<file path="src/rtl/core/light_bar_pair_scorer_macros.svh">
// Assertion macros shared by the light bar pair scorer RTL.
`ifndef LIGHT_BAR_PAIR_SCORER_MACROS_SVH
`define LIGHT_BAR_PAIR_SCORER_MACROS_SVH

// Same-cycle implication, checked outside reset.
`define LBPS_ASSERT_IMPL(lbl, ante, cons) \
  lbl: assert property (@(posedge clk_i) disable iff (!rst_ni) (ante) |-> (cons)) \
    else $error("lbps assertion failed");

// Next-cycle implication, checked outside reset.
`define LBPS_ASSERT_NEXT(lbl, ante, cons) \
  lbl: assert property (@(posedge clk_i) disable iff (!rst_ni) (ante) |=> (cons)) \
    else $error("lbps assertion failed");

`endif

</file>
<file path="src/rtl/core/lbps_pkg.sv">
// Types, constants and helpers of the light bar pair scorer.
package lbps_pkg;

  localparam int unsigned ANG_W = 14;
  localparam int unsigned AD_W  = 13;
  localparam int unsigned LEN_W = 16;
  localparam int unsigned IDX_W = 6;

  localparam logic [ANG_W-1:0] ANG_HALF    = 14'd11520;
  localparam logic [AD_W-1:0]  ANG_QUARTER = 13'd5760;

  localparam int unsigned FIFO_DEPTH = 2;

  // Squared distance and its root
  localparam int unsigned SQ_W   = 2 * LEN_W;
  localparam int unsigned D2_W   = SQ_W + 1;
  localparam int unsigned RAD_W  = 50;
  localparam int unsigned ROOT_W = RAD_W / 2;

  // Divider shapes
  localparam int unsigned SZ_N_W  = LEN_W + 8;
  localparam int unsigned SZ_Q_W  = 9;
  localparam int unsigned AR_Q_W  = 16;
  localparam int unsigned SC_Q_W  = 17;
  localparam int unsigned SC_N_W  = 25;
  localparam int unsigned SR_D_W  = 17;
  localparam int unsigned SA_D_W  = 13;
  localparam logic [SC_N_W-1:0] SR_NUM = 25'd16777216;
  localparam logic [SC_N_W-1:0] SA_NUM = 25'd20971520;
  localparam logic [SR_D_W-1:0] SR_BASE = 17'd256;
  localparam logic [SA_D_W-1:0] SA_BASE = 13'd320;

  // Confidence sum and divide by ten through a reciprocal
  localparam int unsigned SS_W     = 17;
  localparam int unsigned SUM_W    = 20;
  localparam int unsigned PROD_W   = 40;
  localparam int unsigned RECIP_SH = 23;
  localparam logic [SUM_W-1:0] RECIP_10 = 20'd838861;
  localparam logic [SUM_W-1:0] W_SIZE   = 20'd3;
  localparam logic [SUM_W-1:0] W_RATIO  = 20'd4;
  localparam logic [SUM_W-1:0] W_ANGLE  = 20'd3;

  localparam int unsigned CFG_IDX_W  = 3;
  localparam int unsigned CFG_DATA_W = 13;

  typedef enum logic [2:0] {
    RSN_PASS,
    RSN_ANGLE,
    RSN_SIZE,
    RSN_VERT,
    RSN_ASPECT,
    RSN_DEGEN
  } reason_e;

  typedef enum logic [CFG_IDX_W-1:0] {
    CFG_MAX_ANGLE,
    CFG_MAX_HDIFF,
    CFG_MAX_WDIFF,
    CFG_VERT_FACTOR,
    CFG_MIN_ASPECT,
    CFG_MAX_ASPECT,
    CFG_IDEAL_ASPECT
  } cfg_idx_e;

  typedef struct packed {
    logic [12:0] max_angle_diff;
    logic [8:0]  max_height_diff_ratio;
    logic [8:0]  max_width_diff_ratio;
    logic [11:0] vertical_offset_factor;
    logic [11:0] min_aspect_ratio;
    logic [11:0] max_aspect_ratio;
    logic [11:0] ideal_aspect_ratio;
  } cfg_t;

  localparam cfg_t CFG_RESET = '{13'd1280, 9'd128, 9'd205, 12'd307,
                                 12'd256, 12'd1536, 12'd614};

  typedef struct packed {
    logic [ANG_W-1:0] angle_a;
    logic [LEN_W-1:0] width_a;
    logic [LEN_W-1:0] height_a;
    logic [LEN_W-1:0] center_x_a;
    logic [LEN_W-1:0] center_y_a;
    logic [ANG_W-1:0] angle_b;
    logic [LEN_W-1:0] width_b;
    logic [LEN_W-1:0] height_b;
    logic [LEN_W-1:0] center_x_b;
    logic [LEN_W-1:0] center_y_b;
    logic [IDX_W-1:0] index_a;
    logic [IDX_W-1:0] index_b;
  } pair_t;

  // Classified pair, front to back
  typedef struct packed {
    logic [AD_W-1:0]  ad;
    logic [LEN_W-1:0] dx;
    logic [LEN_W-1:0] dy;
    logic [LEN_W-1:0] dh;
    logic [LEN_W-1:0] dw;
    logic [LEN_W-1:0] mh;
    logic [LEN_W-1:0] mw;
    logic             degen;
    logic [IDX_W-1:0] left_idx;
    logic [IDX_W-1:0] right_idx;
  } item_t;

  typedef struct packed {
    logic [AD_W-1:0]  ad;
    logic [LEN_W-1:0] dh;
    logic [LEN_W-1:0] dw;
    logic [LEN_W-1:0] mh;
    logic [LEN_W-1:0] mw;
    logic             degen;
    logic             vfail;
    logic [IDX_W-1:0] left_idx;
    logic [IDX_W-1:0] right_idx;
  } tag_t;

  typedef struct packed {
    logic [AD_W-1:0]   ad;
    logic [LEN_W-1:0]  mh;
    logic              degen;
    logic              vfail;
    logic              sat;
    logic [SZ_Q_W-1:0] hr;
    logic [SZ_Q_W-1:0] wr;
    logic [IDX_W-1:0]  left_idx;
    logic [IDX_W-1:0]  right_idx;
  } mid_t;

  typedef struct packed {
    logic [AD_W-1:0]  ad;
    logic [LEN_W-1:0] ar;
    reason_e          reason;
    logic [SS_W-1:0]  ss;
    logic [IDX_W-1:0] left_idx;
    logic [IDX_W-1:0] right_idx;
  } late_t;

  typedef struct packed {
    logic             pair_ok;
    reason_e          reason;
    logic [IDX_W-1:0] left_idx;
    logic [IDX_W-1:0] right_idx;
    logic [LEN_W-1:0] confidence;
    logic [LEN_W-1:0] aspect_ratio;
    logic [AD_W-1:0]  angle_diff;
  } res_t;

  function automatic logic [LEN_W-1:0] absdiff16(input logic [LEN_W-1:0] a,
                                                 input logic [LEN_W-1:0] b);
    return (a > b) ? a - b : b - a;
  endfunction

endpackage

</file>
<file path="src/rtl/core/lbps_fifo.sv">
// Short queue between the front stage and the arithmetic pipeline.
`include "light_bar_pair_scorer_macros.svh"
module lbps_fifo import lbps_pkg::*; #(
  parameter int unsigned W     = 8,
  parameter int unsigned DEPTH = FIFO_DEPTH
) (
  input  logic         clk_i,
  input  logic         rst_ni,
  input  logic         push_i,
  input  logic [W-1:0] data_i,
  output logic         ready_o,
  input  logic         pop_i,
  output logic         valid_o,
  output logic [W-1:0] data_o
);

  localparam int unsigned PTR_W = $clog2(DEPTH);
  localparam int unsigned CNT_W = $clog2(DEPTH + 1);

  logic [W-1:0]     mem_q [DEPTH];
  logic [PTR_W-1:0] wptr_q, wptr_d, rptr_q, rptr_d;
  logic [CNT_W-1:0] cnt_q, cnt_d;

  assign ready_o = (cnt_q != CNT_W'(DEPTH));
  assign valid_o = (cnt_q != '0);
  assign data_o  = mem_q[rptr_q];

  always_comb begin
    wptr_d = wptr_q;
    rptr_d = rptr_q;
    cnt_d  = cnt_q;
    if (push_i) begin
      wptr_d = (wptr_q == PTR_W'(DEPTH - 1)) ? '0 : wptr_q + 1'b1;
    end
    if (pop_i) begin
      rptr_d = (rptr_q == PTR_W'(DEPTH - 1)) ? '0 : rptr_q + 1'b1;
    end
    if (push_i && !pop_i) begin
      cnt_d = cnt_q + 1'b1;
    end else if (pop_i && !push_i) begin
      cnt_d = cnt_q - 1'b1;
    end
  end

  always_ff @(posedge clk_i or negedge rst_ni) begin
    if (!rst_ni) begin
      wptr_q <= '0;
      rptr_q <= '0;
      cnt_q  <= '0;
    end else begin
      wptr_q <= wptr_d;
      rptr_q <= rptr_d;
      cnt_q  <= cnt_d;
    end
  end

  always_ff @(posedge clk_i) begin
    if (push_i) begin
      mem_q[wptr_q] <= data_i;
    end
  end

  `LBPS_ASSERT_IMPL(a_no_overflow, push_i, cnt_q != CNT_W'(DEPTH))
  `LBPS_ASSERT_IMPL(a_no_underflow, pop_i, cnt_q != '0)

endmodule

</file>
<file path="config.mk">
export PLATFORM = sky130hd
export DESIGN_NAME = lbps_fifo
export DESIGN_NICKNAME = d
export VERILOG_FILES = /design/src/rtl/core/lbps_pkg.sv /design/src/rtl/core/lbps_fifo.sv
export VERILOG_INCLUDE_DIRS = /design/src /design/src/rtl/core
export SDC_FILE = /design/constraint.sdc
export NUM_CORES = 1
export LEC_CHECK = 0
export BUFFER_PORTS_ARGS = -buffer_cell sky130_fd_sc_hd__buf_2
export CORE_MARGIN = 1
export CORE_UTILIZATION = 35
export DETAILED_ROUTE_END_ITERATION = 7
export PLACE_DENSITY = 0.61
export SKIP_LAST_GASP = 1
export SLEW_MARGIN = 20
export SYNTH_ARGS = -nofsm -noshare
export SYNTH_HDL_FRONTEND = slang
export SYNTH_SLANG_ARGS = --single-unit
export TNS_END_PERCENT = 1
</file>
<file path="constraint.sdc">
create_clock -name clk_i -period 1.95 [get_ports clk_i]
set_clock_uncertainty 0.15 [all_clocks]
set_input_delay 0.2925 -clock clk_i [delete_from_list [all_inputs] [get_ports clk_i]]
set_output_delay 0.2925 -clock clk_i [all_outputs]
set_load 0.01 [all_outputs]
</file>
==> Flow_metrics.wiki, run 1 <==
{| class="wikitable"
! Metric !! Value
|-
| CTS root buf || clkbuf_4
|-
| Sequential-to-total area share from yosys stat || 72.5%
|-
| Number of library cell types mapped by synthesis || 13
|-
| Maximum vdd ir drop || ~0.71 mV
|-
| Final wirelength || 1040 um
|-
| Status || finished, final reports clean
|-
| Placer Congestion || 0.609
|-
| Shortest period the worst path allows || between 1.5 and 2 ns
|-
| Number of diodes added for antenna fixing || 0
|-
| Worst slew pin tran || around 0.36 ns
|-
| Remaining global-route overflow || 0
|-
| Vias per inst || about 4.4
|-
| Leakage component of the power || around 0.42 nW
|-
| Number of iterations in the first detailed-routing pass || 2
|-
| Worst Path Required || 1.51 ns
|-
| Startpoint type of the worst setup path || flop
|-
| Core footprint || a little over 0.002 mm2
|-
| Final instance count without filler cells || 94
|-
| Max-slew violation total from the final report || 0
|-
| Setup repair after global routing missed its margin || no
|-
| Synthesized area || between 800 and 900 um2
|-
| Max Cap Viol || 0
|-
| Per-instance average area after synthesis || around 20 um2
|-
| Total routing resource utilization after global routing || 9.73%
|-
| Port Buffer Count || 21
|-
| Area fraction of the dominant cell type after synthesis || between 60% and 70%
|-
| Setup TNS || 0 ns
|-
| Die Footprint || ~0.0025 mm2
|-
| Fraction of final layout cells with drive strength greater than 1 || about 52%
|-
| Number of vias in the routed layout || about 410
|-
| Cell type with the largest total area after synthesis || edfxtp_1
|-
| Pin count of the biggest net entering global routing || 12
|-
| Gate count after technology mapping || 41
|-
| Remaining design rule violation count || 0
|-
| Die extent in y || about 50 um
|-
| Synth-to-Final Area Change || 22.8%
|-
| Routed Antenna Nets || 0
|-
| First-pass GRT wire length || around 1800 um
|-
| Insertion delay of the later-clocked pin in the worst-skew pair || around 0.29 ns
|-
| Final Hold Fails || 0
|-
| Startpoint-to-endpoint class of the critical path || flop to output pin
|-
| Max Clk Rate || approximately 570 MHz
|-
| I/O pin count || 22
|-
| Number of synthesized register bits || 20
|-
| CTS max path bufs || 2
|-
| Pre-CTS setup slack || 0.361 ns
|-
| Width of the die || roughly 50 um
|-
| Effective utilization at floorplan || between 30% and 40%
|-
| Clock tree from TritonCTS || done
|-
| CTS Buf Count || 3
|-
| CTS H-Tree Depth || 1
|-
| Cells taking the most area after synthesis || edfxtp_1 60%, mux2_4 15%, dfrtp_1 13%
|-
| Drt initial violations || 2
|-
| Number of antenna violations at the first check in global routing || 0
|-
| Arrival time of data at the critical path endpoint || between 1 and 1.5 ns
|-
| Max transition margin || between 70% and 80%
|-
| Vias in the first global route || between 400 and 500
|-
| Number of cells on the worst hold path || 1
|-
| Routed WL per cell || 11.0 um
|-
| Final number of setup-violating endpoints || 0
|-
| P per Cell Area || approximately 1300 mW/mm2
|-
| Post-layout worst setup margin || roughly 0.21 ns
|-
| Net count after synthesis || 54
|-
| Portion of the clock cycle consumed by the worst path in the final layout || a little under 90%
|-
| Path class of the lowest-slack min-delay path || primary input to flop
|-
| Number of warnings issued by yosys || 0
|-
| Setup crit end kind || output pin
|-
| Nets || 81
|-
| Biggest fanout along the worst timing path || 9
|-
| # placed instances || a little under 90
|-
| Std-Cell Rows || 16
|-
| Clk sink count || 20
|-
| Clock slew seen by the registers of the worst setup and hold paths || 0.11 ns
|-
| Depth of the worst register-to-register path || 2
|}
==> synth_stat cells, drive strengths merged <==
| master | instances |
|---|---|
| mux2 | 8 |
| or2 | 1 |
| nand2b | 1 |
| and2 | 1 |
| xor2 | 4 |
| nor2b | 1 |
| ha | 1 |
| xnor2 | 1 |
| inv | 1 |
| buf | 1 |
| dfrtp | 4 |
| edfxtp | 16 |
| nor2 | 1 |
==> worst max-delay path: stages, from the launching register on <==
cell and delay (ns):
dfrtp_2 0.55, mux2_4 0.33, buf_2 0.14
==> routing by layer <==
metal / vias to the layer above / share of wire [%] / track usage, %
met2: 12 / 55 / 17.8
met5: - / 0 / 0
li1: 199 / - / -
met4: 0 / 0.97 / 5.71
met1: 201 / 39 / 9.98
met3: 2 / 5.5 / 2.16
==> metrics by stage <==
stage | power (mW) | utilization [%] | cell area, um2 | hold WS [ns]
floorplan | 0.963 | - | 801 | -0.153
global route | 1.37 | 47.7 | 983 | 0.0171
detailed placement | 1.09 | 45.4 | 936 | -0.0470
finish | 1.30 | 47.7 | 983 | 0.0370
global placement | 1.08 | 45.4 | 936 | -0.0465
CTS | 1.32 | 47.6 | 982 | 0.0320
==> state kept, by name (all words and copies together), names as in the netlist <==
register / count
rptr_q: 1
wptr_q: 1
cnt_q: 2
mem_q: 16
==> power breakdown <==
group	switching, mW	total, mW	internal (mW)
Sequential	0.0919	0.674	0.582
Clock	0.113	0.227	0.114
Combinational	0.158	0.396	0.238
==> area by class of cell <==
| class | instances | area [um2] |
|---|---|---|
| Tap cell | 27 | 33.8 |
| Clock buffer | 4 | 36.3 |
| Timing Repair Buffer | 23 | 123 |
| Fill cell | 176 | 1080 |
| Inverter | 1 | 3.75 |
| Multi-Input combinational cell | 19 | 205 |
| Sequential cell | 20 | 582 |
==> cells by family (layout without fill, tap and decap cells) <==
logic type,count (synthesis),count (layout),synth area share [%]
flops,20,20,72.5
mux,8,8,15.0
xor+xnor,5,5,5.47
simple gates,5,5,3.60
buf+inv,2,28,1.87
fa+ha+maj,1,1,1.56
==> placed cells by master, fill, tap and decap left out, drive strengths merged <==
master / n
buf: 22
nor2: 1
dfrtp: 4
nand2b: 1
xnor2: 1
ha: 1
and2: 1
xor2: 4
clkbuf: 4
nor2b: 1
inv: 1
edfxtp: 16
mux2: 8
dlygate4sd3: 1
or2: 1
==> repair_timing <==
| item | 4_1_cts | 5_1_grt |
|---|---|---|
| buffers inserted | 0 | 0 |
| setup endpoints to repair | 0 | 7 |
| hold buffers | 1 | 0 |
| resized for setup | 0 | 1 |
| hold endpoints to repair | 4 | 0 |
==> final timing paths <==
kind	slack (ns)	to	startpoint
max	0.21	data_o[2]	rptr_q
min in group asynchronous	0.18	wptr_q	rst_ni
max in group asynchronous	1.34	rptr_q	rst_ni
min reg2reg	0.34	wptr_q	wptr_q
max reg2reg	0.67	mem_q[0][0]	wptr_q
min	0.04	mem_q[0][3]	data_i[3]
No activity file was read; power rests on OpenSTA's default activity.
==> run 2: changes to the inputs <==
GPL_TIMING_DRIVEN = 0   (was unset)
==> Flow_metrics.wiki, run 2 (same netlist as run 1, synthesis figures left out) <==
{| class="wikitable"
! Metric !! Value
|-
| Setup repair after global routing missed its margin || no
|-
| Pin count of the biggest net entering global routing || 12 (unchanged)
|-
| Shortest period the worst path allows || 1.70 ns (-0.0412 ns)
|-
| Path class of the lowest-slack min-delay path || primary input to flop
|-
| Routed Antenna Nets || 0 (unchanged)
|-
| Drt initial violations || 3 (+1)
|-
| # placed instances || 89 (unchanged)
|-
| Final wirelength || 1030 um (-0.48%)
|-
| CTS Buf Count || 3 (unchanged)
|-
| Final instance count without filler cells || 94 (unchanged)
|-
| Clock Power Share || 14.9% (-2.6 points)
|-
| Startpoint-to-endpoint class of the critical path || flop to output pin
|-
| Depth of the worst register-to-register path || 1 (-1)
|-
| Launch point of the worst path || rptr_q
|-
| Number of antenna violations at the first check in global routing || 0 (unchanged)
|-
| Remaining design rule violation count || 0 (unchanged)
|-
| First-pass GRT wire length || 1720 um (-3.1%)
|-
| Nets || 81 (unchanged)
|-
| Die Footprint || 0.00248 mm2 (unchanged)
|-
| Net switching component of the power || 0.368 mW (+1.2%)
|-
| Biggest fanout along the worst timing path || 9 (unchanged)
|-
| List of cells traversed by the critical path || buf_6, mux2_4, buf_2
|-
| Number of cells on the worst hold path || 1 (unchanged)
|-
| Std-Cell Rows || 16 (unchanged)
|-
| Max transition margin || 50.4% (-25 points)
|-
| Critical path buffers and inverters || 2 (+1)
|-
| Die extent in y || 49.8 um (unchanged)
|-
| Insertion delay of the later-clocked pin in the worst-skew pair || 0.29 ns (about the same)
|-
| Origin of the critical flop-to-flop path || wptr_q
|-
| Portion of the clock cycle consumed by the worst path in the final layout || 87.3% (-2.1 points)
|-
| Sw frac || 28.9% (+0.86 points)
|-
| Number of cells on the critical path || 3 (+1)
|-
| CTS max path bufs || 2 (unchanged)
|-
| Port Buffer Count || 21 (unchanged)
|-
| Internal power consumption || 0.906 mW (-3.0%)
|-
| Placer Congestion || 0.634 (+4.1%)
|-
| Leakage component of the power || 0.414 nW (-0.89%)
|-
| Most frequent cells in the layout || 21 x buf_2, 16 x edfxtp_1, 8 x mux2_4
|-
| Clk sink count || 20 (unchanged)
|-
| Family of cells with the greatest summed delay on the critical path || flip-flops
|-
| Sequential share of power || 49.3% (-2.7 points)
|-
| Hold_sp || data_i[1]
|-
| Width of the die || 49.8 um (unchanged)
|-
| Post-CTS setup buffer count || 0 (unchanged)
|-
| Worst Path Required || 1.51 ns (about the same)
|-
| Overall Power || 1.27 mW (-1.8%)
|-
| Max-slew violation total from the final report || 0 (unchanged)
|-
| Worst slew pin tran || 0.743 ns (+0.381 ns)
|-
| Number of diodes added for antenna fixing || 0 (unchanged)
|-
| CTS root buf || clkbuf_4
|-
| Setup crit end kind || output pin
|-
| Clock slew seen by the registers of the worst setup and hold paths || 0.11 ns (about the same)
|-
| Max FFs per register || 16 (unchanged)
|-
| Vias per inst || 4.20 (-4.6%)
|-
| Effective utilization at floorplan || 38.8% (unchanged)
|-
| Synth-to-Final Area Change || 21.9%
|-
| Setup TNS || 0 ns (unchanged)
|-
| Startpoint type of the worst setup path || flop
|-
| Maximum vdd ir drop || 0.704 mV (-1.5%)
|-
| Largest stage delay on the critical path || 0.39 ns (-0.16 ns)
|-
| Cell with the biggest individual delay on the critical path || dfrtp_1
|-
| Max Clk Rate || 587 MHz (+2.4%)
|-
| Register bank with the most flops || mem_q
|-
| Core footprint || 0.00206 mm2 (unchanged)
|-
| Final number of setup-violating endpoints || 0 (unchanged)
|-
| P per Cell Area || 1300 mW/mm2 (-1.0%)
|-
| Logic pwr share || 35.8% (+5.2 points)
|-
| Arrival time of data at the critical path endpoint || 1.26 ns (-0.04 ns)
|-
| I/O pin count || 22 (unchanged)
|-
| Clock tree from TritonCTS || done
|-
| Final Hold Fails || 0 (unchanged)
|-
| Biggest registers after layout || mem_q x16, cnt_q x2
|-
| Most common library cell in the layout ignoring fill and taps || buf_2
|-
| Routed WL per cell || 11.0 um (-0.48%)
|-
| Number of vias in the routed layout || 395 (-4.6%)
|-
| Remaining global-route overflow || 0 (unchanged)
|-
| Status || finished, final reports clean
|-
| Detail Placement HPWL || approximately 730 um
|-
| Fraction of final layout cells with drive strength greater than 1 || 49.3% (-3.0 points)
|-
| Total routing resource utilization after global routing || 9.62% (-0.11 points)
|-
| Max Cap Viol || 0 (unchanged)
|-
| CTS H-Tree Depth || 1 (unchanged)
|-
| Number of iterations in the first detailed-routing pass || 4 (+2)
|-
| Vias in the first global route || 394 (-12%)
|}
[run 2: cell count changes in the layout (fill, tap and decap cells not counted)]
cell	before	now
dfrtp_2	1	0
clkinv_1	0	1
clkbuf_8	1	0
buf_4	1	0
buf_6	0	1
dfrtp_1	3	4
[run 2: timing repair]
action / 4_1_cts / 5_1_grt
endpoints found under the hold margin: 4 / 0
hold buffers: 1 / 0
gates resized for setup: 0 / 0
[run 2: per-layer routing]
metal | global-route usage, % | vias up | routed length, um
li1 | - | 200 | -
met1 | 10.2 | 181 | 444
met2 | 16.9 | 14 | 523
met3 | 3.40 | 0 | 63
met4 | 4.29 | 0 | 0
met5 | 0 | - | 0
[run 2: cell type report]
class                           instances  area (um2)
Tap cell                               27        33.8
Sequential cell                        20         581
Multi-Input combinational cell         19         205
Timing Repair Buffer                   22         115
Clock buffer                            3        22.5
Buffer                                  1        11.3
Inverter                                1        3.75
Fill cell                             186        1090
Clock inverter                          1        3.75
[run 2: path summary, 6_finish.rpt]
path	to	slack, ns
min in group asynchronous	wptr_q	0.17
worst min-delay path	mem_q[1][1]	0.04
max in group asynchronous	cnt_q[1]	1.36
worst min register to register	wptr_q	0.34
worst max-delay path	data_o[2]	0.25
worst max register to register	mem_q[0][5]	0.44
[run 2: power groups by stage]
| stage | clock network [mW] | registers, mW | logic (mW) |
|---|---|---|---|
| after floorplan | 0 | 0.629 | 0.334 |
| after global placement | 0 | 0.635 | 0.460 |
| after detailed placement | 0 | 0.638 | 0.466 |
| after CTS | 0.198 | 0.629 | 0.468 |
| after global routing | 0.222 | 0.644 | 0.500 |
| final | 0.190 | 0.628 | 0.455 |
[run 2: stage by stage]
| step | area, um2 | util, % | worst slack [ns] | hold slack (ns) |
|---|---|---|---|---|
| 2_1_floorplan | 801 | - | 0.638 | -0.153 |
| 3_3_place_gp | 940 | 45.6 | 0.373 | -0.0456 |
| 3_5_place_dp | 940 | 45.6 | 0.360 | -0.0445 |
| 4_1_cts | 976 | 47.3 | 0.229 | 0.0290 |
| 5_1_grt | 976 | 47.3 | 0.184 | 0.0131 |
| 6_report | 976 | 47.3 | 0.248 | 0.0366 |
==> run 3: changes to the inputs <==
==> constraint.sdc (replaced) <==
create_clock -name clk_i -period 1.6 [get_ports clk_i]
set_clock_uncertainty 0.15 [all_clocks]
set_input_delay 0.32 -clock clk_i [delete_from_list [all_inputs] [get_ports clk_i]]
set_output_delay 0.32 -clock clk_i [all_outputs]
set_load 0.05 [all_outputs]
==> Flow_metrics.wiki, run 3 (same netlist as run 1, synthesis figures left out) <==
{| class="wikitable"
! Metric !! Value
|-
| Clock slew seen by the registers of the worst setup and hold paths || 0.11 ns (about the same)
|-
| Biggest fanout along the worst timing path || 9 (unchanged)
|-
| Die Footprint || 0.00248 mm2 (unchanged)
|-
| Max-slew violation total from the final report || 0 (unchanged)
|-
| Insertion delay of the later-clocked pin in the worst-skew pair || 0.29 ns (about the same)
|-
| Path class of the lowest-slack min-delay path || primary input to flop
|-
| Vias in the first global route || 414 (+5.1%)
|-
| Detail Placement HPWL || 731 um (unchanged)
|-
| Number of cells on the worst hold path || 2 (+1)
|-
| First-pass GRT wire length || 1820 um (+6.0%)
|-
| Worst Hold End || rptr_q
|-
| Vias per inst || 4.24 (+0.95%)
|-
| Most frequent cells in the layout || 16 x edfxtp_1, 13 x buf_2, 9 x buf_6
|-
| Setup crit end kind || output pin
|-
| Final wirelength || 1090 um (+5.7%)
|-
| List of cells traversed by the critical path || buf_6, mux2_4, buf_6
|-
| Core footprint || 0.00206 mm2 (unchanged)
|-
| Final instance count without filler cells || 95 (+1.1%)
|-
| Logic pwr share || 51.0% (+15 points)
|-
| Largest stage delay on the critical path || 0.39 ns (about the same)
|-
| Critical path buffers and inverters || 2 (unchanged)
|-
| Most common library cell in the layout ignoring fill and taps || edfxtp_1
|-
| Drt initial violations || 8 (+5)
|-
| Setup repair after global routing missed its margin || yes
|-
| Fraction of final layout cells with drive strength greater than 1 || 50.0% (+0.75 points)
|-
| Maximum vdd ir drop || 0.927 mV (+32%)
|-
| # placed instances || 89 (unchanged)
|-
| Biggest registers after layout || mem_q x16, cnt_q x2
|-
| Max transition margin || 50.5% (+0.072 points)
|-
| Internal power consumption || 1.22 mW (+35%)
|-
| Cell with the biggest individual delay on the critical path || dfrtp_1
|-
| Leakage component of the power || 0.435 nW (+5.3%)
|-
| I/O pin count || 22 (unchanged)
|-
| Effective utilization at floorplan || 38.8% (unchanged)
|-
| Shortest period the worst path allows || 1.75 ns
|-
| R2R Path End || mem_q[0][5]
|-
| Worst hold slack || 0.0635 ns (+0.0269 ns)
|-
| P per Cell Area || 1970 mW/mm2 (+51%)
|-
| Worst-case register-to-register setup slack || 0.09 ns (-0.35 ns)
|-
| Final Hold Fails || 0 (unchanged)
|-
| Std-Cell Rows || 16 (unchanged)
|-
| Remaining global-route overflow || 0 (unchanged)
|-
| Worst slew pin tran || 0.741 ns (-0.00108 ns)
|-
| Startpoint-to-endpoint class of the critical path || flop to output pin
|-
| Sw frac || 40.1% (+11 points)
|-
| Die extent in y || 49.8 um (unchanged)
|-
| Origin of the critical flop-to-flop path || wptr_q
|-
| Max Cap Viol || 0 (unchanged)
|-
| Clock tree from TritonCTS || done
|-
| Remaining design rule violation count || 0 (unchanged)
|-
| Max FFs per register || 16 (unchanged)
|-
| CTS max path bufs || 2 (unchanged)
|-
| Status || finished with violations
|-
| Pin count of the biggest net entering global routing || 12 (unchanged)
|-
| CTS Buf Count || 3 (unchanged)
|-
| Startpoint type of the worst setup path || flop
|-
| Net switching component of the power || 0.818 mW (+120%)
|-
| Post-layout worst setup margin || -0.155 ns (-0.403 ns)
|-
| Sequential share of power || 37.6% (-12 points)
|-
| CTS root buf || clkbuf_4
|-
| Max Clk Rate || ~570 MHz
|-
| Total routing resource utilization after global routing || 10.4% (+0.79 points)
|-
| Portion of the clock cycle consumed by the worst path in the final layout || 110%
|-
| Width of the die || 49.8 um (unchanged)
|-
| Clock Power Share || 11.4% (-3.5 points)
|-
| Placer Congestion || 0.634 (unchanged)
|-
| Arrival time of data at the critical path endpoint || 1.28 ns (+0.02 ns)
|-
| Worst Path Required || 1.13 ns (-0.38 ns)
|-
| Family of cells with the greatest summed delay on the critical path || flip-flops
|-
| Port Buffer Count || 21 (unchanged)
|-
| Most used cell along the critical path || buf_6
|-
| Number of iterations in the first detailed-routing pass || 4 (unchanged)
|-
| CTS H-Tree Depth || 1 (unchanged)
|-
| Routed WL per cell || 11.5 um (+4.6%)
|-
| Synth-to-Final Area Change || 29.1%
|-
| Clk sink count || 20 (unchanged)
|-
| Fill cell count || 187 (+0.54%)
|-
| Number of diodes added for antenna fixing || 0 (unchanged)
|-
| Routed Antenna Nets || 0 (unchanged)
|-
| Hold_sp || pop_i
|-
| Nets || 82 (+1.2%)
|-
| Setup TNS || -1.23 ns (-1.23 ns)
|-
| Number of vias in the routed layout || 403 (+2.0%)
|-
| Number of antenna violations at the first check in global routing || 0 (unchanged)
|-
| Depth of the worst register-to-register path || 1 (unchanged)
|-
| Failing checks || setup timing
|-
| Register bank with the most flops || mem_q
|-
| Final number of setup-violating endpoints || 9 (+9)
|}
run 3: what timing repair did:
action / in CTS / in global routing
hold buffers: 1 / 0
hold endpoints to repair: 4 / 0
gates resized for setup: 16 / 0
gates cloned: 0 / 0
endpoints found under the setup margin: 9 / 18
buffers inserted: 1 / 0
pin swaps: 0 / 0
run 3: routing by layer:
| layer | part of all wire, % | track usage [%] |
|---|---|---|
| met3 | 4.7 | 3.09 |
| met2 | 52 | 18.2 |
| met5 | 0 | 0 |
| met1 | 43 | 11.6 |
| met4 | 0 | 4.29 |
run 3: how the worst max path moves through the flow:
| stage | cells after the start | endpoint | from | slack (ns) |
|---|---|---|---|---|
| after floorplan | 2 | data_o[0] | rptr_q | 0.25 |
| after global placement | 2 | mem_q[0][7] | push_i | -0.005 |
| after detailed placement | 2 | mem_q[0][5] | push_i | -0.02 |
| after CTS | 3 | data_o[2] | rptr_q | -0.17 |
| after global routing | 3 | data_o[7] | rptr_q | -0.22 |
| final | 3 | data_o[7] | rptr_q | -0.15 |
run 3: cell type report:
class	instances	area [um2]	share of cell area [%]
clock buffers	3	22.5	2.18
clock inverters	1	3.75	0.363
repair buffers	23	173	16.7
inverters	1	3.75	0.363
flip-flops and latches	20	581	56.2
plain buffers	1	11.3	1.09
multi-input cells	19	205	19.9
well taps	27	33.8	3.27
run 3: power groups by stage:
stage / sequential (mW) / clock [mW] / combinational, mW
after floorplan: 0.766 / 0 / 0.760
after global placement: 0.774 / 0 / 0.902
after detailed placement: 0.777 / 0 / 0.910
after CTS: 0.767 / 0.241 / 1.05
after global routing: 0.787 / 0.270 / 1.10
final: 0.768 / 0.232 / 1.04
run 3: per-stage QoR:
| stage | power, mW | setup WS, ns | util [%] | instance area (um2) |
|---|---|---|---|---|
| final | 2.04 | -0.155 | 50.1 | 1030 |
| after global routing | 2.15 | -0.218 | 50.1 | 1030 |
| after CTS | 2.06 | -0.168 | 50.1 | 1030 |
| after detailed placement | 1.69 | -0.0170 | 45.6 | 940 |
| after global placement | 1.68 | -0.00466 | 45.6 | 940 |
| after floorplan | 1.53 | 0.255 | - | 801 |
