<file path="config.mk">
export PLATFORM = sky130hd
export DESIGN_NAME = lbps_front
export DESIGN_NICKNAME = d
export VERILOG_FILES = /design/src/rtl/core/light_bar_pair_scorer_macros.svh /design/src/rtl/core/lbps_pkg.sv /design/src/rtl/core/lbps_front.sv
export SDC_FILE = /design/constraint.sdc
export NUM_CORES = 1
export LEC_CHECK = 0
export BUFFER_PORTS_ARGS = -buffer_cell sky130_fd_sc_hd__buf_2
export CAP_MARGIN = 20
export CELL_PAD_IN_SITES_DETAIL_PLACEMENT = 1
export CELL_PAD_IN_SITES_GLOBAL_PLACEMENT = 1
export CORE_UTILIZATION = 41
export CTS_CLUSTER_SIZE = 16
export DETAILED_ROUTE_END_ITERATION = 6
export GPL_TIMING_DRIVEN = 0
export PLACE_DENSITY_LB_ADDON = 0.1
export SETUP_SLACK_MARGIN = 0.1
export SLEW_MARGIN = 20
export SYNTH_ARGS = -nofsm -noshare
export SYNTH_HDL_FRONTEND = slang
export SYNTH_SLANG_ARGS = --single-unit
</file>
<file path="constraint.sdc">
create_clock -name clk_i -period 5 [get_ports clk_i]
set_clock_uncertainty 0.1 [all_clocks]
set_input_delay 1.25 -clock clk_i [delete_from_list [all_inputs] [get_ports clk_i]]
set_output_delay 1.25 -clock clk_i [all_outputs]
set_load 0.02 [all_outputs]
</file>
<file path="src/rtl/core/light_bar_pair_scorer_macros.svh">
// Assertion macros shared by the light bar pair scorer RTL.
`ifndef LIGHT_BAR_PAIR_SCORER_MACROS_SVH
`define LIGHT_BAR_PAIR_SCORER_MACROS_SVH

// Same-cycle implication, checked outside reset.
`define LBPS_ASSERT_IMPL(lbl, ante, cons) \
  lbl: assert property (@(posedge clk_i) disable iff (!rst_ni) (ante) |-> (cons)) \
    else $error("lbps assertion failed");

// Next-cycle implication, checked outside reset.
`define LBPS_ASSERT_NEXT(lbl, ante, cons) \
  lbl: assert property (@(posedge clk_i) disable iff (!rst_ni) (ante) |=> (cons)) \
    else $error("lbps assertion failed");

`endif

</file>
<file path="src/rtl/core/lbps_pkg.sv">
// Types, constants and helpers of the light bar pair scorer.
package lbps_pkg;

  localparam int unsigned ANG_W = 14;
  localparam int unsigned AD_W  = 13;
  localparam int unsigned LEN_W = 16;
  localparam int unsigned IDX_W = 6;

  localparam logic [ANG_W-1:0] ANG_HALF    = 14'd11520;
  localparam logic [AD_W-1:0]  ANG_QUARTER = 13'd5760;

  localparam int unsigned FIFO_DEPTH = 2;

  // Squared distance and its root
  localparam int unsigned SQ_W   = 2 * LEN_W;
  localparam int unsigned D2_W   = SQ_W + 1;
  localparam int unsigned RAD_W  = 50;
  localparam int unsigned ROOT_W = RAD_W / 2;

  // Divider shapes
  localparam int unsigned SZ_N_W  = LEN_W + 8;
  localparam int unsigned SZ_Q_W  = 9;
  localparam int unsigned AR_Q_W  = 16;
  localparam int unsigned SC_Q_W  = 17;
  localparam int unsigned SC_N_W  = 25;
  localparam int unsigned SR_D_W  = 17;
  localparam int unsigned SA_D_W  = 13;
  localparam logic [SC_N_W-1:0] SR_NUM = 25'd16777216;
  localparam logic [SC_N_W-1:0] SA_NUM = 25'd20971520;
  localparam logic [SR_D_W-1:0] SR_BASE = 17'd256;
  localparam logic [SA_D_W-1:0] SA_BASE = 13'd320;

  // Confidence sum and divide by ten through a reciprocal
  localparam int unsigned SS_W     = 17;
  localparam int unsigned SUM_W    = 20;
  localparam int unsigned PROD_W   = 40;
  localparam int unsigned RECIP_SH = 23;
  localparam logic [SUM_W-1:0] RECIP_10 = 20'd838861;
  localparam logic [SUM_W-1:0] W_SIZE   = 20'd3;
  localparam logic [SUM_W-1:0] W_RATIO  = 20'd4;
  localparam logic [SUM_W-1:0] W_ANGLE  = 20'd3;

  localparam int unsigned CFG_IDX_W  = 3;
  localparam int unsigned CFG_DATA_W = 13;

  typedef enum logic [2:0] {
    RSN_PASS,
    RSN_ANGLE,
    RSN_SIZE,
    RSN_VERT,
    RSN_ASPECT,
    RSN_DEGEN
  } reason_e;

  typedef enum logic [CFG_IDX_W-1:0] {
    CFG_MAX_ANGLE,
    CFG_MAX_HDIFF,
    CFG_MAX_WDIFF,
    CFG_VERT_FACTOR,
    CFG_MIN_ASPECT,
    CFG_MAX_ASPECT,
    CFG_IDEAL_ASPECT
  } cfg_idx_e;

  typedef struct packed {
    logic [12:0] max_angle_diff;
    logic [8:0]  max_height_diff_ratio;
    logic [8:0]  max_width_diff_ratio;
    logic [11:0] vertical_offset_factor;
    logic [11:0] min_aspect_ratio;
    logic [11:0] max_aspect_ratio;
    logic [11:0] ideal_aspect_ratio;
  } cfg_t;

  localparam cfg_t CFG_RESET = '{13'd1280, 9'd128, 9'd205, 12'd307,
                                 12'd256, 12'd1536, 12'd614};

  typedef struct packed {
    logic [ANG_W-1:0] angle_a;
    logic [LEN_W-1:0] width_a;
    logic [LEN_W-1:0] height_a;
    logic [LEN_W-1:0] center_x_a;
    logic [LEN_W-1:0] center_y_a;
    logic [ANG_W-1:0] angle_b;
    logic [LEN_W-1:0] width_b;
    logic [LEN_W-1:0] height_b;
    logic [LEN_W-1:0] center_x_b;
    logic [LEN_W-1:0] center_y_b;
    logic [IDX_W-1:0] index_a;
    logic [IDX_W-1:0] index_b;
  } pair_t;

  // Classified pair, front to back
  typedef struct packed {
    logic [AD_W-1:0]  ad;
    logic [LEN_W-1:0] dx;
    logic [LEN_W-1:0] dy;
    logic [LEN_W-1:0] dh;
    logic [LEN_W-1:0] dw;
    logic [LEN_W-1:0] mh;
    logic [LEN_W-1:0] mw;
    logic             degen;
    logic [IDX_W-1:0] left_idx;
    logic [IDX_W-1:0] right_idx;
  } item_t;

  typedef struct packed {
    logic [AD_W-1:0]  ad;
    logic [LEN_W-1:0] dh;
    logic [LEN_W-1:0] dw;
    logic [LEN_W-1:0] mh;
    logic [LEN_W-1:0] mw;
    logic             degen;
    logic             vfail;
    logic [IDX_W-1:0] left_idx;
    logic [IDX_W-1:0] right_idx;
  } tag_t;

  typedef struct packed {
    logic [AD_W-1:0]   ad;
    logic [LEN_W-1:0]  mh;
    logic              degen;
    logic              vfail;
    logic              sat;
    logic [SZ_Q_W-1:0] hr;
    logic [SZ_Q_W-1:0] wr;
    logic [IDX_W-1:0]  left_idx;
    logic [IDX_W-1:0]  right_idx;
  } mid_t;

  typedef struct packed {
    logic [AD_W-1:0]  ad;
    logic [LEN_W-1:0] ar;
    reason_e          reason;
    logic [SS_W-1:0]  ss;
    logic [IDX_W-1:0] left_idx;
    logic [IDX_W-1:0] right_idx;
  } late_t;

  typedef struct packed {
    logic             pair_ok;
    reason_e          reason;
    logic [IDX_W-1:0] left_idx;
    logic [IDX_W-1:0] right_idx;
    logic [LEN_W-1:0] confidence;
    logic [LEN_W-1:0] aspect_ratio;
    logic [AD_W-1:0]  angle_diff;
  } res_t;

  function automatic logic [LEN_W-1:0] absdiff16(input logic [LEN_W-1:0] a,
                                                 input logic [LEN_W-1:0] b);
    return (a > b) ? a - b : b - a;
  endfunction

endpackage

</file>
<file path="src/rtl/core/lbps_front.sv">
// Front stage: takes a pair word and classifies it into differences and maxima.
module lbps_front import lbps_pkg::*; (
  input  logic  clk_i,
  input  logic  rst_ni,
  input  logic  valid_i,
  output logic  ready_o,
  input  pair_t pair_i,
  output logic  valid_o,
  input  logic  ready_i,
  output item_t item_o
);

  logic             valid_q, valid_d;
  item_t            item_q, item_d;
  logic             load;
  logic [ANG_W-1:0] aa, ab, adiff;
  logic [LEN_W-1:0] mh, mw;

  assign ready_o = !valid_q || ready_i;
  assign load    = valid_i && ready_o;

  always_comb begin
    // clamp out-of-range angles, then fold the difference into 0..90 deg
    aa    = (pair_i.angle_a > ANG_HALF) ? ANG_HALF : pair_i.angle_a;
    ab    = (pair_i.angle_b > ANG_HALF) ? ANG_HALF : pair_i.angle_b;
    adiff = (aa > ab) ? aa - ab : ab - aa;
    mh    = (pair_i.height_a > pair_i.height_b) ? pair_i.height_a : pair_i.height_b;
    mw    = (pair_i.width_a > pair_i.width_b) ? pair_i.width_a : pair_i.width_b;

    item_d.ad = (adiff > {1'b0, ANG_QUARTER}) ? AD_W'(ANG_HALF - adiff)
                                               : adiff[AD_W-1:0];
    item_d.dx    = absdiff16(pair_i.center_x_a, pair_i.center_x_b);
    item_d.dy    = absdiff16(pair_i.center_y_a, pair_i.center_y_b);
    item_d.dh    = absdiff16(pair_i.height_a, pair_i.height_b);
    item_d.dw    = absdiff16(pair_i.width_a, pair_i.width_b);
    item_d.mh    = mh;
    item_d.mw    = mw;
    item_d.degen = (mh == '0) || (mw == '0);
    // ties go to the second bar on the left
    if (pair_i.center_x_a < pair_i.center_x_b) begin
      item_d.left_idx  = pair_i.index_a;
      item_d.right_idx = pair_i.index_b;
    end else begin
      item_d.left_idx  = pair_i.index_b;
      item_d.right_idx = pair_i.index_a;
    end
  end

  always_comb begin
    valid_d = valid_q && !ready_i;
    if (load) begin
      valid_d = 1'b1;
    end
  end

  always_ff @(posedge clk_i or negedge rst_ni) begin
    if (!rst_ni) begin
      valid_q <= 1'b0;
    end else begin
      valid_q <= valid_d;
    end
  end

  always_ff @(posedge clk_i) begin
    if (load) begin
      item_q <= item_d;
    end
  end

  assign valid_o = valid_q;
  assign item_o  = item_q;

endmodule

</file>
==> implementation parameters, run 1 <==
Parameter                              Value

Drt
  Highest layer used for signal routing    met4
  Initial DRT Pass Iterations    5
  Antenna Violating Nets Remaining    0
  Number of vias in the routed layout    11170
  Number of remaining DRC errors    0
  Routed Wire Length    38.04 mm
  Wire length the detailed router placed on met1    15.98 mm
  Detailed Route Iter0 Violations    465
  Routed length per placed instance    approximately 18 um
  DR WL met3    1.532 mm
  Met2 wire len    19.59 mm
  Via density per instance    5.304

Run status
  Result of the run    complete, but fails checks
  Violations in the final reports    negative setup slack

Global routing
  Initial antenna violation count    3
  GRT overflow    0
  Total Routing Usage GR    0.2516
  Largest net degree at the start of global routing    48
  First-pass GRT wire length    59.99 mm
  Number of global-route vias before repair    roughly 12000

STA
  Final total negative setup slack    -2.602 ns
  Clock period minus final worst setup slack    5.263 ns
  Highest achievable clock rate    between 150 and 200 MHz
  Number of failing setup endpoints in the final timing report    12
  Count of endpoints failing hold in the final timing report    0
  Tcrit/Tclk final    1.053
  Worst relative slew slack    0.5649
  Slew Limit Fails    0
  Final setup margin    -0.2631 ns
  RSZ-0062 raised after global routing    true
  Worst-Margin Slew    about 0.65 ns

Finish
  Post-layout instance area    15610 um2
  Number of fill cells in the layout    3425
  Area Growth Syn to Fin    30.29%
  NumNets Final    roughly 2000
  Multi-input gate area in the final layout    7807 um2
  Storage element area    3689 um2
  Share of final-layout standard cells stronger than drive strength 1    0.3130

Critical path
  Count of cells along the worst register-to-register path    3
  Required time of the critical path    5.08 ns
  CP dominant cell by count    sky130_fd_sc_hd__a21oi_2
  Critical path's largest stage delay    0.30 ns
  Cells along the critical path    buf_2, nor4_4, nand2_1, a21oi_2, nor2_2, o21ai_4, nor2b_4, ha_1, buf_4, nand4_1, nor3_4, a21oi_2, buf_4, a21oi_4, buf_6, mux2i_4, xnor2_2, o41ai_2, a211o_1, a31o_4, buf_8, a21oi_2, xor2_1
  Reg-to-reg critical path endpoint    item_o[106]
  Type of element capturing the critical path    register
  Setup CP Type    in2reg
  Start of the worst register-to-register path    valid_o
  Worst Path Max Fanout    7
  CP max stage cell    sky130_fd_sc_hd__nor4_4
  Setup slack, reg-to-reg    about 3.2 ns
  CP startpoint kind    input pin
  Data arrival time of the worst path    ~5.4 ns

Power and ir drop
  Leakage power    7.550 nW
  Fraction of power consumed by combinational cells    0.439
  Clock share of power    0.269
  Switch share    0.3683
  Sequential Power Share    0.292
  Power density of the placed cells    303.4 nW/um2
  Maximum vdd ir drop    0.2059 mV
  Switching power    0.001744 W
  P_int    between 0.002 and 0.003 W

Synthesis
  Yosys top cell area share    0.3058
  Yosys synthesis warning count    0
  Share of synthesized flip-flops with an asynchronous set or reset    0.008130
  Count of state elements after synthesis    around 120
  Cell type contributing the most total cell area after synthesis    sky130_fd_sc_hd__edfxtp_1
  Syn Std Cell Area    11980 um2
  Prevailing post-synth register cell    sky130_fd_sc_hd__edfxtp_1
  Biggest area contributors in the synthesized netlist    sky130_fd_sc_hd__edfxtp_1 31%, sky130_fd_sc_hd__ha_1 16%, sky130_fd_sc_hd__inv_1 5.9%, sky130_fd_sc_hd__a21o_1 3.8%, sky130_fd_sc_hd__o21ai_0 3.6%
  Mapped Avg Cell Area    8.987 um2
  Number of instances in the synthesized netlist    between 1000 and 1500
  Number of distinct standard cells referenced by the synthesized netlist    77
  Synth cell count leaders    188 x sky130_fd_sc_hd__inv_1, 152 x sky130_fd_sc_hd__ha_1, 122 x sky130_fd_sc_hd__edfxtp_1, 101 x sky130_fd_sc_hd__nand2_1, 87 x sky130_fd_sc_hd__o21ai_0
  Post-synth EDFFs    122
  Number of nets produced by synthesis    about 1700
  Most frequent cell after synthesis    sky130_fd_sc_hd__inv_1
  Proportion of synthesized chip area in sequential cells    0.3079

Min path
  Hold-critical path endpoint    valid_o
  Hold wc startpoint    valid_o
  Path category of the worst min-delay check    reg2reg
  Hold Crit Depth    2

Clocking
  Clock Sinks    123
  Clock network latency to the later pin of the worst-skew pair    0.43 ns
  Maximum root-to-sink buffer count    2
  Number of hold buffers added after cts    0
  H-tree lvl count    4
  Clock root buffer master    sky130_fd_sc_hd__clkbuf_16
  Post-CTS clock slew at the launch and capture registers of the worst setup and hold paths    roughly 0.060 ns
  Inserted Clock Buffers    17
  Clock tree from TritonCTS    built

Die
  Die outline area    29910 um2
  Horizontal die dimension    ~170 um
  # rows    62
  Chip height    172.9 um
  Initial Util    0.4174
  Number of top-level design ports    around 300
  Core area    approximately 29000 um2

Flow run
  Total of max-cap violations    0

Placement
  Placer's final routability congestion estimate    between 0.8 and 0.9
  Standard cell area after detailed placement    14090 um2
  IO Port Bufs    295
  Half-perimeter wire length after detailed placement    29.46 mm
==> sequential cells by signal, indices dropped and copies added, names as in the netlist <==
name and cells:
item_o 122, valid_o 1
==> per-layer routing <==
layer / vias up / global-route usage
met3: 63 / 0.04134
li1: 5430 / -
met5: - / 0
met4: 0 / 0.08739
met1: 5382 / 0.3051
met2: 296 / 0.4489
==> stage by stage <==
stage               utilization  cells  setup slack (ns)  hold WS (ns)  power (W)
floorplan                     -   1333           -0.2143        0.6824   0.002660
global placement         0.4894   2012            -1.221        0.3970   0.003152
detailed placement       0.4911   2014            -1.309        0.4353   0.003201
CTS                      0.5357   2091           -0.1627        0.4622   0.004657
global route             0.5438   2106           -0.4961        0.4628   0.004982
finish                   0.5438   2106           -0.2631        0.4574   0.004736
==> cell families (layout without fill, tap and decap cells) <==
logic type	count (synthesis)	after routing	synth area share
xor+xnor	76	76	0.05619
fa+ha+maj	162	162	0.1755
mux	58	58	0.05180
compound gates	373	374	0.2030
flops	123	123	0.3079
other cells	0	3	0
simple gates	293	293	0.1247
buf+inv	248	633	0.08094
==> final cells by class <==
type | instances | area share
diodes | 3 | 0.0004810
clock buffers | 18 | 0.02750
clock inverters | 14 | 0.01082
well taps | 384 | 0.03078
inverters | 188 | 0.04521
repair buffers | 355 | 0.1282
flip-flops and latches | 123 | 0.2363
plain buffers | 58 | 0.02052
multi-input cells | 963 | 0.5002
==> timing repair <==
action | in CTS | in global routing
endpoints found under the setup margin | 13 | 28
resized for setup | 81 | 37
pin swaps | 31 | 24
setup buffers | 42 | 14
gates cloned | 3 | 0
==> placed cells by master (no fill, tap or decap), types with 17 or more instances in the layout <==
cell type	Yosys	routed
sky130_fd_sc_hd__edfxtp_1	122	122
sky130_fd_sc_hd__buf_2	15	303
sky130_fd_sc_hd__mux2_2	22	21
sky130_fd_sc_hd__inv_1	188	186
sky130_fd_sc_hd__buf_4	1	56
sky130_fd_sc_hd__xnor2_1	41	38
sky130_fd_sc_hd__ha_1	152	146
sky130_fd_sc_hd__clkbuf_1	41	31
sky130_fd_sc_hd__nor2b_1	33	32
sky130_fd_sc_hd__nand4_1	19	19
sky130_fd_sc_hd__o21ai_0	87	82
sky130_fd_sc_hd__mux2i_1	35	32
sky130_fd_sc_hd__clkbuf_16	0	17
sky130_fd_sc_hd__a21o_1	60	60
sky130_fd_sc_hd__a21oi_1	84	77
sky130_fd_sc_hd__nand2_1	101	92
sky130_fd_sc_hd__xor2_1	34	31
sky130_fd_sc_hd__nor2_1	48	39
==> critical path, delay by kind of cell <==
kind	cells	cell delay (ns)
xor+xnor	2	0.22
simple gates	6	1.17
compound gates	8	1.49
buf+inv	5	0.76
mux	1	0.27
fa+ha+maj	1	0.17
==> worst max-delay path by stage <==
stage,slack (ns),end,cells past startpoint,start
floorplan,-0.21,item_o[121],21,pair_i[154]
global placement,-1.22,item_o[121],22,pair_i[154]
detailed placement,-1.31,item_o[121],22,pair_i[154]
CTS,-0.16,item_o[112],26,pair_i[79]
global route,-0.50,item_o[112],26,pair_i[77]
finish,-0.26,item_o[114],23,pair_i[154]
==> power groups by stage <==
| stage | Clock, W | Sequential (W) | Combinational [W] |
|---|---|---|---|
| 2_1_floorplan | 0 | 0.00157 | 0.00109 |
| 3_3_place_gp | 0 | 0.00140 | 0.00175 |
| 3_5_place_dp | 0 | 0.00140 | 0.00180 |
| 4_1_cts | 0.00130 | 0.00138 | 0.00197 |
| 5_1_grt | 0.00133 | 0.00139 | 0.00226 |
| 6_report | 0.00127 | 0.00138 | 0.00208 |
(Power assumes the default switching activity.)
==> run 2, diff against run 1 <==
--- a/config.mk
+++ b/config.mk
@@ -13,6 +13,7 @@
 export CTS_CLUSTER_SIZE = 16
 export DETAILED_ROUTE_END_ITERATION = 6
 export GPL_TIMING_DRIVEN = 0
+export MAX_ROUTING_LAYER = met4
 export PLACE_DENSITY_LB_ADDON = 0.1
 export SETUP_SLACK_MARGIN = 0.1
 export SLEW_MARGIN = 20
==> constraint.sdc (replaced) <==
create_clock -name clk_i -period 5.25 [get_ports clk_i]
set_clock_uncertainty 0.1 [all_clocks]
set_input_delay 1.3125 -clock clk_i [delete_from_list [all_inputs] [get_ports clk_i]]
set_output_delay 1.3125 -clock clk_i [all_outputs]
set_load 0.02 [all_outputs]
==> run 2 against run 1 <==
Effect of this change: sequential power shrank 4%; clock power shrank 8%; the flow still finishes with violations (negative setup slack); via count is essentially flat.
==> implementation parameters, run 2 (synthesis gave the netlist of run 1 again) <==
Parameter                              Value

Run status
  Result of the run    complete, but fails checks (unchanged)
  Violations in the final reports    negative setup slack (unchanged)

STA
  Worst relative slew slack    0.3963 (was 0.5649)
  Count of endpoints failing hold in the final timing report    0 (unchanged)
  Slew Limit Fails    0 (unchanged)
  Smallest hold slack    0.4540 ns (was 0.4574 ns)
  Number of failing setup endpoints in the final timing report    11 (was 12)
  Highest achievable clock rate    183.1 MHz
  RSZ-0062 raised after global routing    true (unchanged)
  Worst-Margin Slew    0.9055 ns (was 0.6526 ns)
  Clock period minus final worst setup slack    5.463 ns
  Final setup margin    -0.2127 ns (was -0.2631 ns)
  Final total negative setup slack    -1.913 ns (was -2.602 ns)
  Tcrit/Tclk final    1.041

Finish
  Final cell count without fillers    2100 (was 2106)
  NumNets Final    2030 (was 2040)
  Share of final-layout standard cells stronger than drive strength 1    0.2984 (was 0.3130)
  Number of fill cells in the layout    3471 (was 3425)
  Area Growth Syn to Fin    28.72% (was 30.29%)
  Leading cell type in the layout, fill and taps excluded    sky130_fd_sc_hd__buf_2 (unchanged)
  Post-layout instance area    15420 um2 (was 15610 um2)
  Flip-flop count of the largest register after layout    122 (unchanged)
  Commonest non-fill, non-tap cells in the layout    303 x sky130_fd_sc_hd__buf_2, 186 x sky130_fd_sc_hd__inv_1, 147 x sky130_fd_sc_hd__ha_1, 122 x sky130_fd_sc_hd__edfxtp_1, 93 x sky130_fd_sc_hd__nand2_1 (was 303 x sky130_fd_sc_hd__buf_2, 186 x sky130_fd_sc_hd__inv_1, 146 x sky130_fd_sc_hd__ha_1, 122 x sky130_fd_sc_hd__edfxtp_1, 92 x sky130_fd_sc_hd__nand2_1)
  Multi-input gate area in the final layout    7719 um2 (was 7807 um2)
  Storage element area    3689 um2 (unchanged)

Power and ir drop
  Maximum vdd ir drop    0.1613 mV (was 0.2059 mV)
  Power density of the placed cells    285.7 nW/um2 (was 303.4 nW/um2)
  Leakage power    7.465 nW (was 7.550 nW)
  Clock share of power    0.265 (was 0.269)
  P_int    0.002762 W (was 0.002992 W)
  Fraction of power consumed by combinational cells    0.436 (was 0.439)
  Sequential Power Share    0.299 (was 0.292)
  Switching power    0.001645 W (was 0.001744 W)
  Switch share    0.3732 (was 0.3683)
  Power, Total    0.004406 W (was 0.004736 W)

Placement
  IO Port Bufs    295 (unchanged)
  Post-Place Cells    2014 (unchanged)
  Half-perimeter wire length after detailed placement    29.68 mm (was 29.46 mm)
  Standard cell area after detailed placement    14090 um2 (about the same)
  Placer's final routability congestion estimate    0.8944 (was 0.8692)

Global routing
  Initial antenna violation count    7 (was 3)
  Total Routing Usage GR    0.2591 (was 0.2516)
  First-pass GRT wire length    59.79 mm (was 59.99 mm)
  Largest net degree at the start of global routing    54 (was 48)
  GRT overflow    0 (unchanged)
  Number of global-route vias before repair    11500 (was 11580)

Drt
  Initial DRT Pass Iterations    5 (unchanged)
  Antenna Violating Nets Remaining    0 (unchanged)
  Routed length per placed instance    18.00 um (was 18.06 um)
  Number of vias in the routed layout    11170 (about the same)
  Via density per instance    5.320 (was 5.304)
  Routed Wire Length    37.81 mm (was 38.04 mm)
  Detailed Route Iter0 Violations    501 (was 465)
  Number of remaining DRC errors    0 (unchanged)

Die
  Initial Util    0.4174 (unchanged)
  Number of top-level design ports    296 (unchanged)
  Chip height    172.9 um (unchanged)
  Core area    28700 um2 (unchanged)
  Die outline area    29910 um2 (unchanged)
  Horizontal die dimension    172.9 um (unchanged)
  # rows    62 (unchanged)

Clocking
  Clock network latency to the later pin of the worst-skew pair    0.44 ns (was 0.43 ns)
  Clock tree from TritonCTS    built (unchanged)
  Maximum root-to-sink buffer count    2 (unchanged)
  H-tree lvl count    4 (unchanged)
  Clock root buffer master    sky130_fd_sc_hd__clkbuf_16 (unchanged)
  Inserted Clock Buffers    17 (unchanged)
  Clock Sinks    123 (unchanged)
  Post-CTS clock slew at the launch and capture registers of the worst setup and hold paths    0.06 ns (about the same)

Critical path
  Data arrival time of the worst path    5.54 ns (was 5.35 ns)
  CP startpoint kind    input pin (unchanged)
  Worst Path Max Fanout    6 (was 7)
  Type of element capturing the critical path    register (unchanged)
  Required time of the critical path    5.33 ns (was 5.08 ns)
  Setup CP Type    in2reg (unchanged)
  Setup slack, reg-to-reg    3.56 ns (was 3.20 ns)

Flow run
  Total of max-cap violations    0 (unchanged)

Min path
  Path category of the worst min-delay check    reg2reg (unchanged)
-- run 2: cell count changes in the layout (fill, tap and decap cells not counted), moves of 4 or more --
cell / delta
sky130_fd_sc_hd__clkbuf_1: +6
sky130_fd_sc_hd__diode_2: +4
sky130_fd_sc_hd__buf_6: +5
sky130_fd_sc_hd__buf_4: -14
sky130_fd_sc_hd__clkbuf_2: -4
-- run 2: worst paths after layout --
path                                to  cells past startpoint       start
min in group asynchronous      valid_o                      1      rst_ni
hold / removal                 valid_o                      2     valid_o
max in group asynchronous      valid_o                      1      rst_ni
setup / recovery           item_o[112]                     24  pair_i[77]
hold reg to reg                valid_o                      2     valid_o
setup reg to reg           item_o[100]                      3     valid_o
-- run 2: routing by layer --
layer,GRT usage,routed length (um),vias up
met5,-,0,-
met4,0.09513,988,0
met3,0.04727,1901,59
met2,0.4499,19270,304
met1,0.2970,15640,5388
li1,-,-,5421
-- run 2: through the flow --
step	utilization	worst slack, ns
after floorplan	-	-0.02681
after global placement	0.4888	-1.044
after detailed placement	0.4908	-1.066
after CTS	0.5310	-0.005368
after global routing	0.5373	-0.4540
final	0.5373	-0.2127
-- run 2: area by class of cell --
type	instances	share of cell area
multi-input cells	963	0.5005
plain buffers	60	0.02061
inverters	188	0.04592
repair buffers	343	0.1242
clock inverters	15	0.009655
diodes	7	0.001136
flip-flops and latches	123	0.2392
well taps	384	0.03116
clock buffers	17	0.02759
-- run 2: timing repair --
item | 4_1_cts | 5_1_grt
cloned | 3 | 0
endpoints found under the setup margin | 12 | 13
gates resized for setup | 70 | 22
hold buffers | 0 | 0
pin swaps | 34 | 21
buffers inserted | 33 | 11
-- run 2: critical path, cell delays in order --
cell	delay, ns
sky130_fd_sc_hd__buf_6	0.10
sky130_fd_sc_hd__nor4_4	0.32
sky130_fd_sc_hd__nand2_1	0.13
sky130_fd_sc_hd__a21oi_2	0.15
sky130_fd_sc_hd__nor2_2	0.06
sky130_fd_sc_hd__o21ai_2	0.19
sky130_fd_sc_hd__buf_4	0.16
sky130_fd_sc_hd__buf_8	0.11
sky130_fd_sc_hd__nand2_1	0.11
sky130_fd_sc_hd__ha_4	0.34
sky130_fd_sc_hd__nand4_4	0.17
sky130_fd_sc_hd__nor3_4	0.28
sky130_fd_sc_hd__a21oi_4	0.10
sky130_fd_sc_hd__buf_6	0.14
sky130_fd_sc_hd__a21oi_4	0.24
sky130_fd_sc_hd__mux2i_2	0.28
sky130_fd_sc_hd__ha_2	0.24
sky130_fd_sc_hd__nand3_4	0.08
sky130_fd_sc_hd__o41ai_2	0.31
sky130_fd_sc_hd__a211o_1	0.20
sky130_fd_sc_hd__a31o_4	0.18
sky130_fd_sc_hd__buf_6	0.13
sky130_fd_sc_hd__nor2_2	0.04
sky130_fd_sc_hd__xor2_1	0.14
-- run 2: power groups by stage --
stage | clock, W | sequential [W] | combinational, W
2_1_floorplan | 0 | 0.00150 | 0.00103
3_3_place_gp | 0 | 0.00134 | 0.00166
3_5_place_dp | 0 | 0.00134 | 0.00172
4_1_cts | 0.00120 | 0.00132 | 0.00187
5_1_grt | 0.00123 | 0.00133 | 0.00209
6_report | 0.00117 | 0.00132 | 0.00192
==> run 3, diff against run 2 <==
--- a/config.mk
+++ b/config.mk
@@ -15,7 +15,6 @@
 export GPL_TIMING_DRIVEN = 0
 export MAX_ROUTING_LAYER = met4
 export PLACE_DENSITY_LB_ADDON = 0.1
-export SETUP_SLACK_MARGIN = 0.1
 export SLEW_MARGIN = 20
 export SYNTH_ARGS = -nofsm -noshare
 export SYNTH_HDL_FRONTEND = slang
==> run 3 against run 2 <==
Effect of this change: the flow still finishes with violations (negative setup slack); clock power is essentially flat; first-iteration DRC count increased by 6.2%; total power increased by 0.32%; global-route usage decreased by 0.98 points; setup slack worse by 0.032 ns; cell count fell by 0.43%; worst hold slack better by 0.0023 ns; register-to-register slack got worse by 0.09 ns; via count shrank 0.74%; non-clock buffer count is 8 lower; sequential power about the same; largest cell class unchanged.
==> implementation parameters, run 3 (synthesis gave the netlist of run 1 again) <==
Parameter                              Value

Finish
  Final cell count without fillers    2091 (was 2100)
  Share of final-layout standard cells stronger than drive strength 1    0.2986 (was 0.2984)
  Share of the core filled with cells    0.5373 (unchanged)
  Leading cell type in the layout, fill and taps excluded    sky130_fd_sc_hd__buf_2 (unchanged)
  Flip-flop count of the largest register after layout    122 (unchanged)
  Area Growth Syn to Fin    28.72% (unchanged)
  Commonest non-fill, non-tap cells in the layout    304 x sky130_fd_sc_hd__buf_2, 186 x sky130_fd_sc_hd__inv_1, 145 x sky130_fd_sc_hd__ha_1, 122 x sky130_fd_sc_hd__edfxtp_1, 94 x sky130_fd_sc_hd__nand2_1 (was 303 x sky130_fd_sc_hd__buf_2, 186 x sky130_fd_sc_hd__inv_1, 147 x sky130_fd_sc_hd__ha_1, 122 x sky130_fd_sc_hd__edfxtp_1, 93 x sky130_fd_sc_hd__nand2_1)
  NumNets Final    2022 (was 2030)
  Number of fill cells in the layout    3429 (was 3471)

Min path
  Hold-critical path endpoint    valid_o (unchanged)
  Hold Crit Depth    2 (unchanged)
  Hold wc startpoint    valid_o (unchanged)
  Path category of the worst min-delay check    reg2reg (unchanged)

Placement
  IO Port Bufs    295 (unchanged)
  Post-Place Cells    2014 (unchanged)
  Placer's final routability congestion estimate    0.8795 (was 0.8944)
  Half-perimeter wire length after detailed placement    29.48 mm (was 29.68 mm)

Power and ir drop
  Fraction of power consumed by combinational cells    0.443 (was 0.436)
  Sequential Power Share    0.297 (was 0.299)
  Leakage power    7.443 nW (was 7.465 nW)
  Clock share of power    0.260 (was 0.265)
  Switching power    0.001684 W (was 0.001645 W)
  Maximum vdd ir drop    0.1790 mV (was 0.1613 mV)
  Switch share    0.3810 (was 0.3732)
  P_int    0.002736 W (was 0.002762 W)
  Power density of the placed cells    286.6 nW/um2 (was 285.7 nW/um2)

Die
  Initial Util    0.4174 (unchanged)
  Number of top-level design ports    296 (unchanged)
  # rows    62 (unchanged)
  Horizontal die dimension    172.9 um (unchanged)
  Chip height    172.9 um (unchanged)
  Core area    28700 um2 (unchanged)
  Die outline area    29910 um2 (unchanged)

Flow run
  Total of max-cap violations    0 (unchanged)

Clocking
  Inserted Clock Buffers    17 (unchanged)
  Maximum root-to-sink buffer count    2 (unchanged)
  H-tree lvl count    4 (unchanged)
  Clock root buffer master    sky130_fd_sc_hd__clkbuf_16 (unchanged)
  Clock tree from TritonCTS    built (unchanged)
  Number of hold buffers added after cts    0 (unchanged)
  Post-CTS clock slew at the launch and capture registers of the worst setup and hold paths    0.06 ns (about the same)
  Clock Sinks    123 (unchanged)
  Clock network latency to the later pin of the worst-skew pair    0.43 ns (was 0.44 ns)

STA
  Clock period minus final worst setup slack    5.495 ns (was 5.463 ns)
  RSZ-0062 raised after global routing    true (unchanged)
  Final setup margin    -0.2447 ns (was -0.2127 ns)
  Worst-Margin Slew    0.8998 ns (was 0.9055 ns)
  Number of failing setup endpoints in the final timing report    10 (was 11)
  Worst relative slew slack    0.4001 (was 0.3963)
  Highest achievable clock rate    182.0 MHz (was 183.1 MHz)
  Slew Limit Fails    0 (unchanged)
  Count of endpoints failing hold in the final timing report    0 (unchanged)
  Tcrit/Tclk final    1.047 (was 1.041)

Critical path
  Required time of the critical path    5.35 ns (was 5.33 ns)
  Type of element capturing the critical path    register (unchanged)
  Count of cells along the worst register-to-register path    3 (unchanged)
  Data arrival time of the worst path    5.59 ns (was 5.54 ns)
  CP startpoint kind    input pin (unchanged)
  Setup slack, reg-to-reg    3.47 ns (was 3.56 ns)
  Worst Path Max Fanout    5 (was 6)
  Worst setup path start    pair_i[79] (was pair_i[77])
  Start of the worst register-to-register path    valid_o (unchanged)
  Reg-to-reg critical path endpoint    item_o[71] (was item_o[100])
  Setup CP Type    in2reg (unchanged)

Global routing
  Number of global-route vias before repair    11310 (was 11500)
  First-pass GRT wire length    57.73 mm (was 59.79 mm)
  Total Routing Usage GR    0.2493 (was 0.2591)
  Largest net degree at the start of global routing    55 (was 54)
  GRT overflow    0 (unchanged)
  Initial antenna violation count    5 (was 7)

Drt
  Routed length per placed instance    18.02 um (was 18.00 um)
  Detailed Route Iter0 Violations    532 (was 501)
  Routed Wire Length    37.68 mm (was 37.81 mm)
  Number of remaining DRC errors    0 (unchanged)
  Number of vias in the routed layout    11090 (was 11170)
  Antenna Violating Nets Remaining    0 (unchanged)
  Initial DRT Pass Iterations    5 (unchanged)
  Via density per instance    5.303 (was 5.320)

Run status
  Violations in the final reports    negative setup slack (unchanged)
  Result of the run    complete, but fails checks (unchanged)
[run 3: cell types whose count changed in the layout (fill, tap and decap cells not counted), sizes merged]
cell / before / now
bufinv: 2 / 1
clkinvlp: 3 / 4
buf: 361 / 354
clkinv: 8 / 4
diode: 7 / 6
clkbuf: 59 / 58
inv: 190 / 194
[run 3: cell type report]
class | instances | area (um2) | area share
Antenna cell | 6 | 15.01 | 0.0009736
Buffer | 60 | 310.3 | 0.02012
Clock buffer | 17 | 425.4 | 0.02759
Clock inverter | 15 | 138.9 | 0.009006
Inverter | 188 | 708.2 | 0.04592
Multi-Input combinational cell | 963 | 7792 | 0.5053
Sequential cell | 123 | 3689 | 0.2392
Tap cell | 384 | 480.5 | 0.03116
Timing Repair Buffer | 335 | 1862 | 0.1207
[run 3: through the flow]
stage / setup TNS, ns / cell area (um2) / power (W) / worst slack, ns / hold WS, ns
after floorplan: -0.05236 / 12060 / 0.002526 / -0.02681 / 0.6826
after global placement: -137.23 / 14020 / 0.003002 / -1.053 / 0.3955
after detailed placement: -12.48 / 14070 / 0.003044 / -1.161 / 0.4364
after CTS: -0.4197 / 14770 / 0.004236 / -0.1009 / 0.4531
after global routing: -4.482 / 15420 / 0.004664 / -0.4656 / 0.4988
final: -1.806 / 15420 / 0.004420 / -0.2447 / 0.4564
[run 3: worst max path at each step]
stage,end,cells past startpoint
after CTS,item_o[119],25
after global placement,item_o[119],23
final,item_o[110],27
after detailed placement,item_o[121],22
after floorplan,item_o[121],21
after global routing,item_o[110],27
[run 3: worst max-delay path: stages]
cell and delay (ns):
sky130_fd_sc_hd__buf_8 0.10, sky130_fd_sc_hd__nor4_4 0.29, sky130_fd_sc_hd__nand2_1 0.11, sky130_fd_sc_hd__a21oi_2 0.13, sky130_fd_sc_hd__nor2_1 0.06, sky130_fd_sc_hd__o21ai_2 0.15
sky130_fd_sc_hd__buf_4 0.15, sky130_fd_sc_hd__buf_8 0.13, sky130_fd_sc_hd__nand2_4 0.06, sky130_fd_sc_hd__inv_4 0.05, sky130_fd_sc_hd__ha_4 0.13, sky130_fd_sc_hd__inv_2 0.03
sky130_fd_sc_hd__fa_2 0.38, sky130_fd_sc_hd__a21oi_2 0.18, sky130_fd_sc_hd__o211ai_1 0.16, sky130_fd_sc_hd__a21oi_2 0.20, sky130_fd_sc_hd__a21o_1 0.20, sky130_fd_sc_hd__buf_6 0.16
sky130_fd_sc_hd__mux2i_4 0.27, sky130_fd_sc_hd__xor2_2 0.26, sky130_fd_sc_hd__o41ai_2 0.11, sky130_fd_sc_hd__a211o_1 0.31, sky130_fd_sc_hd__a31o_1 0.24, sky130_fd_sc_hd__buf_6 0.16
sky130_fd_sc_hd__buf_6 0.12, sky130_fd_sc_hd__nor2_4 0.09, sky130_fd_sc_hd__a21oi_2 0.03
[run 3: timing repair]
action,4_1_cts,5_1_grt
gates resized for setup,20,86
cloned,1,3
pin swaps,7,37
endpoints found under the setup margin,12,13
buffers inserted,5,30
[run 3: power by group through the flow]
stage	Combinational [W]	Clock [W]	Sequential, W
floorplan	0.00102	0	0.00150
global placement	0.00166	0	0.00134
detailed placement	0.00171	0	0.00134
CTS	0.00175	0.00117	0.00132
global route	0.00213	0.00121	0.00133
finish	0.00196	0.00115	0.00131
[run 3: layer usage]
layer	global-route usage	wire length (um)
met1	0.2963	16050
met5	-	0
met2	0.4261	19090
met3	0.04332	1607
met4	0.08223	935
